`config.mk`:
```
export PLATFORM = sky130hd
export DESIGN_NAME = text_attribute_to_ansi_sgr
export DESIGN_NICKNAME = d
export VERILOG_FILES = /design/src/rtl/ttas_pkg.sv /design/src/rtl/text_attribute_to_ansi_sgr.sv /design/src/rtl/ttas_front.sv /design/src/rtl/ttas_fifo.sv /design/src/rtl/ttas_back.sv
export VERILOG_INCLUDE_DIRS = /design/src /design/src/rtl
export SDC_FILE = /design/constraint.sdc
export NUM_CORES = 1
export LEC_CHECK = 0
export BUFFER_PORTS_ARGS = -buffer_cell sky130_fd_sc_hd__buf_4
export CORE_MARGIN = 3
export CORE_UTILIZATION = 58
export CTS_BUF_LIST = sky130_fd_sc_hd__clkbuf_4 sky130_fd_sc_hd__clkbuf_8
export DETAILED_ROUTE_END_ITERATION = 8
export PLACE_DENSITY = 0.8
export SKIP_CTS_REPAIR_TIMING = 1
export SLEW_MARGIN = 5
export SYNTH_ARGS = -nofsm -noshare
export SYNTH_HDL_FRONTEND = slang
export SYNTH_SLANG_ARGS = --single-unit
```
`constraint.sdc`:
```
create_clock -name clk -period 2.86 [get_ports clk]
set_input_delay 0.143 -clock clk [delete_from_list [all_inputs] [get_ports clk]]
set_output_delay 0.143 -clock clk [all_outputs]
set_load 0.02 [all_outputs]
```
`src/rtl/assert_macros.svh`:
```
`ifndef ASSERT_MACROS_SVH
`define ASSERT_MACROS_SVH

// Check on every clock edge out of reset.
`define TTAS_ASSERT(lbl, prop, msg) \
  lbl: assert property (@(posedge clk) disable iff (!rst_n) prop) else $error(msg);

// Check on every clock edge, reset included.
`define TTAS_ASSERT_ALWAYS(lbl, prop, msg) \
  lbl: assert property (@(posedge clk) prop) else $error(msg);

`endif

```
`src/rtl/ttas_pkg.sv`:
```
package ttas_pkg;

  localparam int SEQ_MAX       = 14;
  localparam int SEQ_POS_W     = $clog2(SEQ_MAX);
  localparam int FIFO_DEPTH_DF = 2;

  localparam logic [7:0] ATTR_FG_MASK = 8'h07;
  localparam logic [7:0] ATTR_BG_MASK = 8'h70;
  localparam logic [7:0] ATTR_DEFAULT = 8'h07;

  localparam logic [7:0] CHAR_ESC   = 8'h1B;
  localparam logic [7:0] CHAR_LBRK  = 8'h5B;
  localparam logic [7:0] CHAR_SEMI  = 8'h3B;
  localparam logic [7:0] CHAR_M     = 8'h6D;
  localparam logic [7:0] CHAR_ZERO  = 8'h30;
  localparam logic [7:0] CHAR_ONE   = 8'h31;
  localparam logic [7:0] CHAR_THREE = 8'h33;
  localparam logic [7:0] CHAR_FOUR  = 8'h34;
  localparam logic [7:0] CHAR_FIVE  = 8'h35;

  // Byte positions within the longest sequence
  localparam logic [SEQ_POS_W-1:0] POS_ESC    = 4'd0;
  localparam logic [SEQ_POS_W-1:0] POS_LBRK   = 4'd1;
  localparam logic [SEQ_POS_W-1:0] POS_RST    = 4'd2;
  localparam logic [SEQ_POS_W-1:0] POS_RST_S  = 4'd3;
  localparam logic [SEQ_POS_W-1:0] POS_BLK    = 4'd4;
  localparam logic [SEQ_POS_W-1:0] POS_BLK_S  = 4'd5;
  localparam logic [SEQ_POS_W-1:0] POS_BLD    = 4'd6;
  localparam logic [SEQ_POS_W-1:0] POS_BLD_S  = 4'd7;
  localparam logic [SEQ_POS_W-1:0] POS_FG     = 4'd8;
  localparam logic [SEQ_POS_W-1:0] POS_FG_C   = 4'd9;
  localparam logic [SEQ_POS_W-1:0] POS_FG_S   = 4'd10;
  localparam logic [SEQ_POS_W-1:0] POS_BG     = 4'd11;
  localparam logic [SEQ_POS_W-1:0] POS_BG_C   = 4'd12;
  localparam logic [SEQ_POS_W-1:0] POS_BG_S   = 4'd13;

  typedef struct packed {
    logic [7:0] attr;
    logic [7:0] current_attr;
  } in_t;

  typedef struct packed {
    logic [7:0] out_byte;
    logic       last;
  } out_t;

  typedef struct packed {
    logic       rst;
    logic       blk;
    logic       bld;
    logic       fgd;
    logic       bgd;
    logic [2:0] fg_code;
    logic [2:0] bg_code;
  } desc_t;

  typedef struct packed {
    logic full;
    logic empty;
  } fifo_status_t;

  function automatic logic [2:0] pc_to_ansi(input logic [2:0] pc);
    return {pc[0], pc[1], pc[2]};
  endfunction

  function automatic logic [SEQ_MAX-1:0] seq_mask(input desc_t d);
    return {{3{d.bgd}}, {3{d.fgd}}, {2{d.bld}}, {2{d.blk}}, {2{d.rst}}, 2'b11};
  endfunction

endpackage

```
`src/rtl/text_attribute_to_ansi_sgr.sv`:
```
// The first byte of a sequence follows its descriptor through the queue and the back
// end's descriptor register. Throughput: one output byte per cycle while out_ready is
// high; 0 (no change) to 14 bytes per sequence, set by the back end's byte sequencer.
// A descriptor queue of FIFO_DEPTH entries lets the front accept while bytes stream.
// Reset (rst_n low, synchronous): queue and sequencer empty, color_en_r set to 1.
`include "assert_macros.svh"

module text_attribute_to_ansi_sgr import ttas_pkg::*; #(
  parameter int FIFO_DEPTH = FIFO_DEPTH_DF
) (
  input  logic clk,
  input  logic rst_n,
  input  logic cfg_we,
  input  logic cfg_wdata,
  input  logic in_valid,
  output logic in_ready,
  input  in_t  in_data,
  output logic out_valid,
  input  logic out_ready,
  output out_t out_data
);

  fifo_status_t fifo_st;
  logic         push;
  logic         pop;
  desc_t        push_desc;
  desc_t        pop_desc;

  ttas_front u_front (
    .clk       (clk),
    .rst_n     (rst_n),
    .cfg_we    (cfg_we),
    .cfg_wdata (cfg_wdata),
    .in_valid  (in_valid),
    .in_ready  (in_ready),
    .in_data   (in_data),
    .fifo_st   (fifo_st),
    .push      (push),
    .push_desc (push_desc)
  );

  ttas_fifo #(
    .DEPTH (FIFO_DEPTH)
  ) u_fifo (
    .clk       (clk),
    .rst_n     (rst_n),
    .push      (push),
    .push_desc (push_desc),
    .pop       (pop),
    .pop_desc  (pop_desc),
    .st        (fifo_st)
  );

  ttas_back u_back (
    .clk       (clk),
    .rst_n     (rst_n),
    .fifo_st   (fifo_st),
    .pop_desc  (pop_desc),
    .pop       (pop),
    .out_valid (out_valid),
    .out_ready (out_ready),
    .out_data  (out_data)
  );

  `TTAS_ASSERT(a_no_overflow, push |-> !fifo_st.full, "descriptor pushed into full queue")
  `TTAS_ASSERT(a_no_underflow, pop |-> !fifo_st.empty, "descriptor popped from empty queue")
  `TTAS_ASSERT(a_last_is_m, out_valid && out_data.last |-> out_data.out_byte == CHAR_M, "last byte not m")
  `TTAS_ASSERT(a_esc_not_last, out_valid && out_data.out_byte == CHAR_ESC |-> !out_data.last, "ESC flagged last")
  `TTAS_ASSERT_ALWAYS(a_reset_idle, !rst_n |=> !out_valid, "output valid after reset")

endmodule

```
`src/rtl/ttas_front.sv`:
```
module ttas_front import ttas_pkg::*; (
  input  logic         clk,
  input  logic         rst_n,
  input  logic         cfg_we,
  input  logic         cfg_wdata,
  input  logic         in_valid,
  output logic         in_ready,
  input  in_t          in_data,
  input  fifo_status_t fifo_st,
  output logic         push,
  output desc_t        push_desc
);

  logic       color_en_r;
  logic [7:0] want;
  logic [7:0] cur;
  logic [7:0] cur_eff;
  logic       fg_any;
  logic       bg_any;
  logic       same;
  logic       any_work;

  always_ff @(posedge clk) begin
    if (!rst_n) begin
      color_en_r <= 1'b1;
    end else if (cfg_we) begin
      color_en_r <= cfg_wdata;
    end
  end

  always_comb begin
    cur    = in_data.current_attr;
    want   = in_data.attr;
    fg_any = |(want & ATTR_FG_MASK);
    bg_any = |(want & ATTR_BG_MASK);
    if (!color_en_r) begin
      if (fg_any) begin
        want = want | ATTR_FG_MASK;
      end
      if (bg_any) begin
        want = want | ATTR_BG_MASK;
      end
      if (fg_any && bg_any) begin
        want = want & ~ATTR_FG_MASK;
      end
      if (want == 8'h00) begin
        want = ATTR_DEFAULT;
      end
    end
    same = (want == cur);

    push_desc.rst = (!want[3] && cur[3]) || (!want[7] && cur[7]) || (want == ATTR_DEFAULT);
    cur_eff       = push_desc.rst ? ATTR_DEFAULT : cur;
    push_desc.blk = want[7] && !cur_eff[7];
    push_desc.bld = want[3] && !cur_eff[3];
    push_desc.fgd = (want[2:0] != cur_eff[2:0]);
    push_desc.bgd = (want[6:4] != cur_eff[6:4]);
    push_desc.fg_code = pc_to_ansi(want[2:0]);
    push_desc.bg_code = pc_to_ansi(want[6:4]);
    any_work = push_desc.rst || push_desc.blk || push_desc.bld ||
               push_desc.fgd || push_desc.bgd;
  end

  assign in_ready = !fifo_st.full;
  assign push     = in_valid && in_ready && !same && any_work;

endmodule

```
`src/rtl/ttas_fifo.sv`:
```
module ttas_fifo import ttas_pkg::*; #(
  parameter int DEPTH = FIFO_DEPTH_DF
) (
  input  logic         clk,
  input  logic         rst_n,
  input  logic         push,
  input  desc_t        push_desc,
  input  logic         pop,
  output desc_t        pop_desc,
  output fifo_status_t st
);

  localparam int PTR_W = (DEPTH > 1) ? $clog2(DEPTH) : 1;
  localparam int CNT_W = $clog2(DEPTH + 1);

  desc_t              mem_r [DEPTH];
  logic [PTR_W-1:0]   wr_ptr_r, wr_ptr_nxt;
  logic [PTR_W-1:0]   rd_ptr_r, rd_ptr_nxt;
  logic [CNT_W-1:0]   cnt_r, cnt_nxt;

  always_comb begin
    wr_ptr_nxt = wr_ptr_r;
    rd_ptr_nxt = rd_ptr_r;
    cnt_nxt    = cnt_r;
    if (push) begin
      wr_ptr_nxt = (wr_ptr_r == PTR_W'(DEPTH - 1)) ? '0 : wr_ptr_r + 1'b1;
    end
    if (pop) begin
      rd_ptr_nxt = (rd_ptr_r == PTR_W'(DEPTH - 1)) ? '0 : rd_ptr_r + 1'b1;
    end
    if (push && !pop) begin
      cnt_nxt = cnt_r + 1'b1;
    end else if (pop && !push) begin
      cnt_nxt = cnt_r - 1'b1;
    end
  end

  always_ff @(posedge clk) begin
    if (!rst_n) begin
      wr_ptr_r <= '0;
      rd_ptr_r <= '0;
      cnt_r    <= '0;
    end else begin
      wr_ptr_r <= wr_ptr_nxt;
      rd_ptr_r <= rd_ptr_nxt;
      cnt_r    <= cnt_nxt;
    end
  end

  always_ff @(posedge clk) begin
    if (push) begin
      mem_r[wr_ptr_r] <= push_desc;
    end
  end

  assign pop_desc = mem_r[rd_ptr_r];
  assign st.full  = (cnt_r == CNT_W'(DEPTH));
  assign st.empty = (cnt_r == '0);

endmodule

```
`src/rtl/ttas_back.sv`:
```
module ttas_back import ttas_pkg::*; (
  input  logic         clk,
  input  logic         rst_n,
  input  fifo_status_t fifo_st,
  input  desc_t        pop_desc,
  output logic         pop,
  output logic         out_valid,
  input  logic         out_ready,
  output out_t         out_data
);

  logic                 act_r, act_nxt;
  desc_t                desc_r, desc_nxt;
  logic [SEQ_POS_W-1:0] pos_r, pos_nxt;
  logic                 out_valid_r, out_valid_nxt;
  out_t                 out_r, out_nxt;

  logic [SEQ_MAX-1:0]   mask;
  logic [SEQ_POS_W-1:0] next_pos;
  logic                 done;
  logic                 advance;
  logic [7:0]           tmpl_byte;

  always_comb begin
    mask     = seq_mask(desc_r);
    next_pos = pos_r;
    done     = 1'b1;
    for (int i = SEQ_MAX - 1; i >= 0; i--) begin
      if (mask[i] && (SEQ_POS_W'(i) > pos_r)) begin
        next_pos = SEQ_POS_W'(i);
        done     = 1'b0;
      end
    end
  end

  always_comb begin
    case (pos_r)
      POS_ESC:   tmpl_byte = CHAR_ESC;
      POS_LBRK:  tmpl_byte = CHAR_LBRK;
      POS_RST:   tmpl_byte = CHAR_ZERO;
      POS_BLK:   tmpl_byte = CHAR_FIVE;
      POS_BLD:   tmpl_byte = CHAR_ONE;
      POS_FG:    tmpl_byte = CHAR_THREE;
      POS_FG_C:  tmpl_byte = CHAR_ZERO | {5'd0, desc_r.fg_code};
      POS_BG:    tmpl_byte = CHAR_FOUR;
      POS_BG_C:  tmpl_byte = CHAR_ZERO | {5'd0, desc_r.bg_code};
      default:   tmpl_byte = CHAR_SEMI;
    endcase
  end

  assign advance = act_r && (!out_valid_r || out_ready);
  assign pop     = !fifo_st.empty && (!act_r || (advance && done));

  always_comb begin
    act_nxt       = act_r;
    desc_nxt      = desc_r;
    pos_nxt       = pos_r;
    out_valid_nxt = out_valid_r;
    out_nxt       = out_r;
    if (advance) begin
      out_valid_nxt    = 1'b1;
      out_nxt.out_byte = done ? CHAR_M : tmpl_byte;
      out_nxt.last     = done;
      pos_nxt          = next_pos;
      if (done) begin
        act_nxt = 1'b0;
      end
    end else if (out_ready) begin
      out_valid_nxt = 1'b0;
    end
    if (pop) begin
      act_nxt  = 1'b1;
      desc_nxt = pop_desc;
      pos_nxt  = POS_ESC;
    end
  end

  always_ff @(posedge clk) begin
    if (!rst_n) begin
      act_r       <= 1'b0;
      pos_r       <= POS_ESC;
      out_valid_r <= 1'b0;
    end else begin
      act_r       <= act_nxt;
      pos_r       <= pos_nxt;
      out_valid_r <= out_valid_nxt;
    end
  end

  always_ff @(posedge clk) begin
    desc_r <= desc_nxt;
    out_r  <= out_nxt;
  end

  assign out_valid = out_valid_r;
  assign out_data  = out_r;

endmodule

```
== Word level (Yosys, flattened, before mapping) ==
Memory sizes are Yosys's and may differ from the RTL's. A register that Yosys moved wholly into a read port is not among the register bits.
Cells that the tools add are included.
Storage, ports and cells
  latch bits: 0
  memories kept: 1
  flip-flop bits (word level): 20
  input bits: 22
  memory bits (read-only): 0
  logic and storage cells: 146
  RAM bits: 22
  output and inout bits: 11
Operators by class
  div/mod/pow operators: 0
  reduce and logical (&&, ||, !) cells: 57
  magnitude comparators: 14
  bitwise gates (word level): 1
  add/subtract/negate cells: 4
  eq/ne operators: 13
  multiplexer cells: 47
  multipliers: 0
  shift-type cells: 0
Memory list
  u_fifo.mem_r: words 2, bits a word 11, rd ports 1, clocked after Yosys merged registers in 1, write ports 1, RTL line ttas_fifo.sv:16  | desc_t mem_r [DEPTH];
Operator list (count)
  7-bit case mux with 9 select lines: 1
  4-bit 2-to-1 mux: 14
  8-bit 2-to-1 mux: 4
  1-bit logical AND: 25
  4-bit > comparator, first input constant: 6
  1-bit 2-to-1 mux: 23
  4-bit equality test, second input constant: 4
  3-bit by 4-bit > comparator with 1-bit output, first input constant: 4
  14-bit nonzero test: 1
  1-bit zero test: 11
  4-bit by 3-bit equality test with 1-bit output, second input constant: 2
  8-bit by 3-bit equality test with 1-bit output, second input constant: 1
  8-bit equality test: 1
  1-bit by 4-bit > comparator with 1-bit output, first input constant: 2
  2-bit by 4-bit > comparator with 1-bit output, first input constant: 2
  8-bit zero test: 1
  1-bit logical OR: 8
  2-bit nonzero test: 4
  7-bit 2-to-1 mux: 1
  3-bit 2-to-1 mux: 2
  3-bit inequality test: 2
  3-bit OR reduction: 2
  4-bit by 1-bit equality test with 1-bit output, second input constant: 1
  4-bit by 2-bit equality test with 1-bit output, second input constant: 1
  other kinds (10): 13

== Depth between registers and ports, before layout ==
  depth after elaboration: 24
  mapped depth: 11
  gate-level depth less buffers: 11

== By module ==
From an unflattened synthesis, not the netlist that was laid out.
Second synthesis, totals
  cells, all modules: 256
  area total of the unflattened synthesis: 2792.7 µm²
Modules (own cells, without submodules)
  ttas_back: instances 1, area each 1316.3 µm², cells an instance 126
  ttas_fifo: instances 1, area each 1008.5 µm², cells an instance 56
  ttas_front: instances 1, area each 467.9 µm², cells an instance 74

== Worst setup path after synthesis ==
No wires, ideal clock.
  path kind: input port to flip-flop
  start point: input port in_data[13] (netlist name)
  end point: register u_fifo.cnt_r[1]
  stages on the path: 10
  path slack: 0.529 ns
  buffers on the path: 1
  data arrival time: 2.256 ns
  path through: buf_6 -> or3_4 -> a211o_1 -> o311ai_1 -> o21ai_1 -> o21bai_1 -> inv_1 -> ha_1 -> or3_1 -> a21boi_0
On the way
  word-level cells in the longest chain between the ends: 22
RTL lines
  start, declared: RTL line text_attribute_to_ansi_sgr.sv:17  | input in_t in_data,
  3-bit OR reduction: RTL line ttas_front.sv:35  | bg_any = |(want & ATTR_BG_MASK);
  1-bit logical AND: RTL line ttas_front.sv:43  | if (fg_any && bg_any) begin
  3-bit 2-to-1 mux: RTL line ttas_front.sv:43
  8-bit 2-to-1 mux: RTL line ttas_front.sv:36  | if (!color_en_r) begin
  8-bit zero test: RTL line ttas_front.sv:46  | if (want == 8'h00) begin
  8-bit 2-to-1 mux: RTL line ttas_front.sv:46
  8-bit 2-to-1 mux (*): RTL line ttas_front.sv:36
  branches (longest 11 deep; another with 8-bit by 3-bit equality test with 1-bit output)
  1-bit logical AND (*): RTL line ttas_front.sv:65  | assign push = in_valid && in_ready && !same && any_work;
  via push: RTL line text_attribute_to_ansi_sgr.sv:24  | logic push;
  1-bit zero test: RTL line ttas_fifo.sv:33  | end else if (pop && !push) begin
  1-bit logical AND: RTL line ttas_fifo.sv:33
  2-bit nonzero test (no line)
  end signal, assigned: RTL line ttas_fifo.sv:46  | cnt_r <= cnt_nxt;
  end, declared: RTL line ttas_fifo.sv:19  | logic [CNT_W-1:0] cnt_r, cnt_nxt;
Mark *: on every way through the listed nets, which the timed path passes. The select of a mux whose other input is x is not followed.
A chain may end at the register's enable or synchronous reset.

== Worst setup path after layout ==
  start point: register u_back.pos_r[1]
  end point: register u_fifo.cnt_r[1]
On the way
  word-level cells in the longest chain between the ends: 22
RTL lines
  start, declared: RTL line ttas_back.sv:14  | logic [SEQ_POS_W-1:0] pos_r, pos_nxt;
  start signal, assigned: RTL line ttas_back.sv:85  | pos_r <= pos_nxt;
  4-bit > comparator: RTL line ttas_back.sv:29  | if (mask[i] && (SEQ_POS_W'(i) > pos_r)) begin
  1-bit logical AND: RTL line ttas_back.sv:29
  1-bit 2-to-1 mux (13 in series): RTL line ttas_back.sv:29
  1-bit 2-to-1 mux (*): RTL line ttas_back.sv:29
  1-bit logical AND (*): RTL line ttas_back.sv:52  | assign pop = !fifo_st.empty && (!act_r || (advance && done));
  1-bit logical OR (*): RTL line ttas_back.sv:52
  1-bit logical AND (*): RTL line ttas_back.sv:52
  1-bit zero test: RTL line ttas_fifo.sv:31  | if (push && !pop) begin
  1-bit logical AND: RTL line ttas_fifo.sv:31
  2-bit 2-to-1 mux or 2-bit nonzero test (tied branches)
Mark *: on every way between the ends. The rest lies on a longest branch, timed or not.

==> impl_metrics.ini <==
[floorplan]
ios = 33
coreArea_um2 = 4410
fp.dieH_um = 74.2
die_area_um2 = 5510
initial_core_util_pct = 61.1
die_x_um = 74.2
std_cell_rows = 24

[setup_path]
critPathBufInv = 0
cp-start-kind = flop
worstPathArrival_ns = 2.70
worstPathMaxFanout = 14
cp-end-kind = flop
rrSetupSlack_ns = 0.38
cp_slowest_cell = dfxtp_1
crit_type = reg2reg
critPathTopFamily = compound AO/OA/AOI/OAI gates
path_cells = nor2_2, o31ai_1, o32a_1, a31oi_2, ha_1, or3_1, a21boi_0
max_stage_delay_ns = 0.63
worstPathRequired_ns = 3.09

[timing]
period_share_pct = 86.6
tightestPinTransition_ns = 0.557
hold_viol = 0
period_needed_ns = 2.48
fin_worst_skew_ns = 0.0137
whs_ns = 0.0662
rsz0062_at_grt = no
finalMaxSlewViolations = 0
relSlewSlack_pct = 62.5
setup_violations = 0
max_freq_ghz = 0.404
final.setup.tns_ns = 0

[power]
power_density_nw_per_um2 = 798
leakage_nw = 1.19
vdd_drop_max_uv = 337

[cts]
clk_latency_ns = 0.30
path_clk_slew_ns = 0.09
cts.sinks = 52
cts_max_level = 2
clockBufferDepth = 2
cts_tree = yes
cts-root-buf = clkbuf_8
cts_buffers = 5

[placed_design]
place_congestion = 0.922
portBuffers = 31
place_area_um2 = 2990
place_hpwl_um = 3630
placed_cells = 325

[synthesis]
syn_inst = 246
synth_nets = 271
ys.flop_type = edfxtp_1
syn_area_per_cell_um2 = 11.0
synth_edf_count = 41
yosysUniqueCellTypes = 61
yosysWarnings = 0
syn-cell-area_um2 = 2700
ys_seq_elements = 52
async_flop_share_pct = 0
ys_seq_area_share_pct = 53.8

[global_route]
grt_pass1_vias = 1851
antenna_found_initial = 0
grt_use_total_pct = 19.6
grt-ovfl-total = 0
grt_max_degree = 17
grt_pass1_wl_um = 8270

[hold_path]
hp-class = in2reg

[detailed_routing]
drc = 0
ant_nets = 0
num_vias = 1976
route.layer.met1.wl_um = 2080
drt_iter0_drc = 134
wl_met2_um = 2390
dr.pass1.iters = 4
top_layer = met4
drt-vias-per-instance = 5.93
wl_per_cell_um = 14.5
wl_um = 4830
wl_met3_um = 256

[cells_and_area]
antenna_cells = 0
final_util_pct = 70.6
area_delta_synth_final_pct = 15.5
multi_input_comb_area_um2 = 1140
post-route-cell-area_um2 = 3120
seqCellArea_um2 = 1450
layout.nets = 305
fill_cells = 332
final_cells = 333
drive_gt1_share_pct = 23.8

[status]
outcome = finished clean

[run]
maxCapViolations = 0
-- final timing paths --
path	from	to	cells after the start
max	u_back.pos_r[1]	u_fifo.cnt_r[1]	7
min	cfg_wdata	u_front.color_en_r	3
max reg2reg	u_back.pos_r[1]	u_fifo.cnt_r[1]	7
min reg2reg	u_back.act_r	u_back.out_valid	1
-- metrics by stage --
step	setup slack, ns	power (mW)
4_1_cts	0.276	2.51
2_1_floorplan	0.529	1.74
3_3_place_gp	0.364	1.96
6_report	0.383	2.49
5_1_grt	0.206	2.65
3_5_place_dp	0.309	1.98
-- cell usage in the layout (no fill, tap or decap), types with 3 or more instances in the layout --
cell type  instances
edfxtp_1          41
buf_4             37
nand2_1           21
nor2_1            19
inv_1             14
mux2_2            11
dfxtp_1           10
a21oi_1            9
nor3_1             8
o21ai_0            8
nor2b_1            7
clkbuf_8           7
nand3_1            6
nand2b_1           5
o21ai_1            5
mux2i_1            5
xnor2_1            4
o21bai_1           4
o2111ai_1          3
o211ai_1           3
or3_1              3
ha_1               3
-- worst register-to-register path: stages, from the launching register on --
cell and delay [ns]:
dfxtp_1 0.63, nor2_2 0.10, o31ai_1 0.28, o32a_1 0.35, a31oi_2 0.19, ha_1 0.34, or3_1 0.35, a21boi_0 0.17
-- registers in the layout (all words and copies together) (netlist names) --
register	cells
u_fifo.cnt_r	2
u_fifo.wr_ptr_r	1
u_back.pos_r	4
u_back.act_r	1
u_back.out_data	8
u_back.out_valid	1
u_back.desc_r	11
u_fifo.mem_r	22
u_fifo.rd_ptr_r	1
u_front.color_en_r	1
-- power breakdown --
part	switching [mW]	total (mW)	internal [mW]	leakage, nW
Combinational	0.418	0.772	0.354	0.669
Clock	0.220	0.529	0.309	0.0645
Sequential	0.126	1.19	1.06	0.461
-- per-layer routing --
metal / global-route usage, % / vias up
met5: 0 / -
met4: 7.51 / 0
met3: 4.46 / 10
met2: 33.1 / 68
met1: 24.8 / 913
li1: - / 985
-- synth_stat cells (6+ instances only) --
| master | number | share of area [%] |
|---|---|---|
| nand2_1 | 21 | 2.9 |
| nor3_1 | 8 | 1.5 |
| nor2_1 | 19 | 2.6 |
| nor2b_1 | 7 | 1.6 |
| mux2_2 | 11 | 4.6 |
| a21oi_1 | 9 | 1.7 |
| nand3_1 | 6 | 1.1 |
| edfxtp_1 | 41 | 46 |
| o21ai_0 | 8 | 1.5 |
| dfxtp_1 | 11 | 8.2 |
| inv_1 | 14 | 1.9 |
-- cell families (layout without fill, tap and decap cells) --
group | after synthesis | count (layout) | share of synthesized area (%)
adders and majority gates | 4 | 4 | 1.76
DFF | 52 | 52 | 53.8
and+or+nand+nor | 78 | 78 | 14.2
other | 1 | 1 | 0.139
muxes | 16 | 16 | 6.44
xor gates and xnor gates | 6 | 6 | 1.95
buffers and inverters | 26 | 61 | 4.13
AOI/OAI and AO/OA | 63 | 63 | 17.6
-- final cells by class --
| cell class | count | area share, % |
|---|---|---|
| Sequential cell | 52 | 46.6 |
| Multi-Input combinational cell | 168 | 36.4 |
| Timing Repair Buffer | 37 | 8.91 |
| Clock inverter | 1 | 0.963 |
| Inverter | 16 | 1.93 |
| Clock buffer | 7 | 3.09 |
| Tap cell | 52 | 2.09 |
Power figures use the tool's default switching activity.
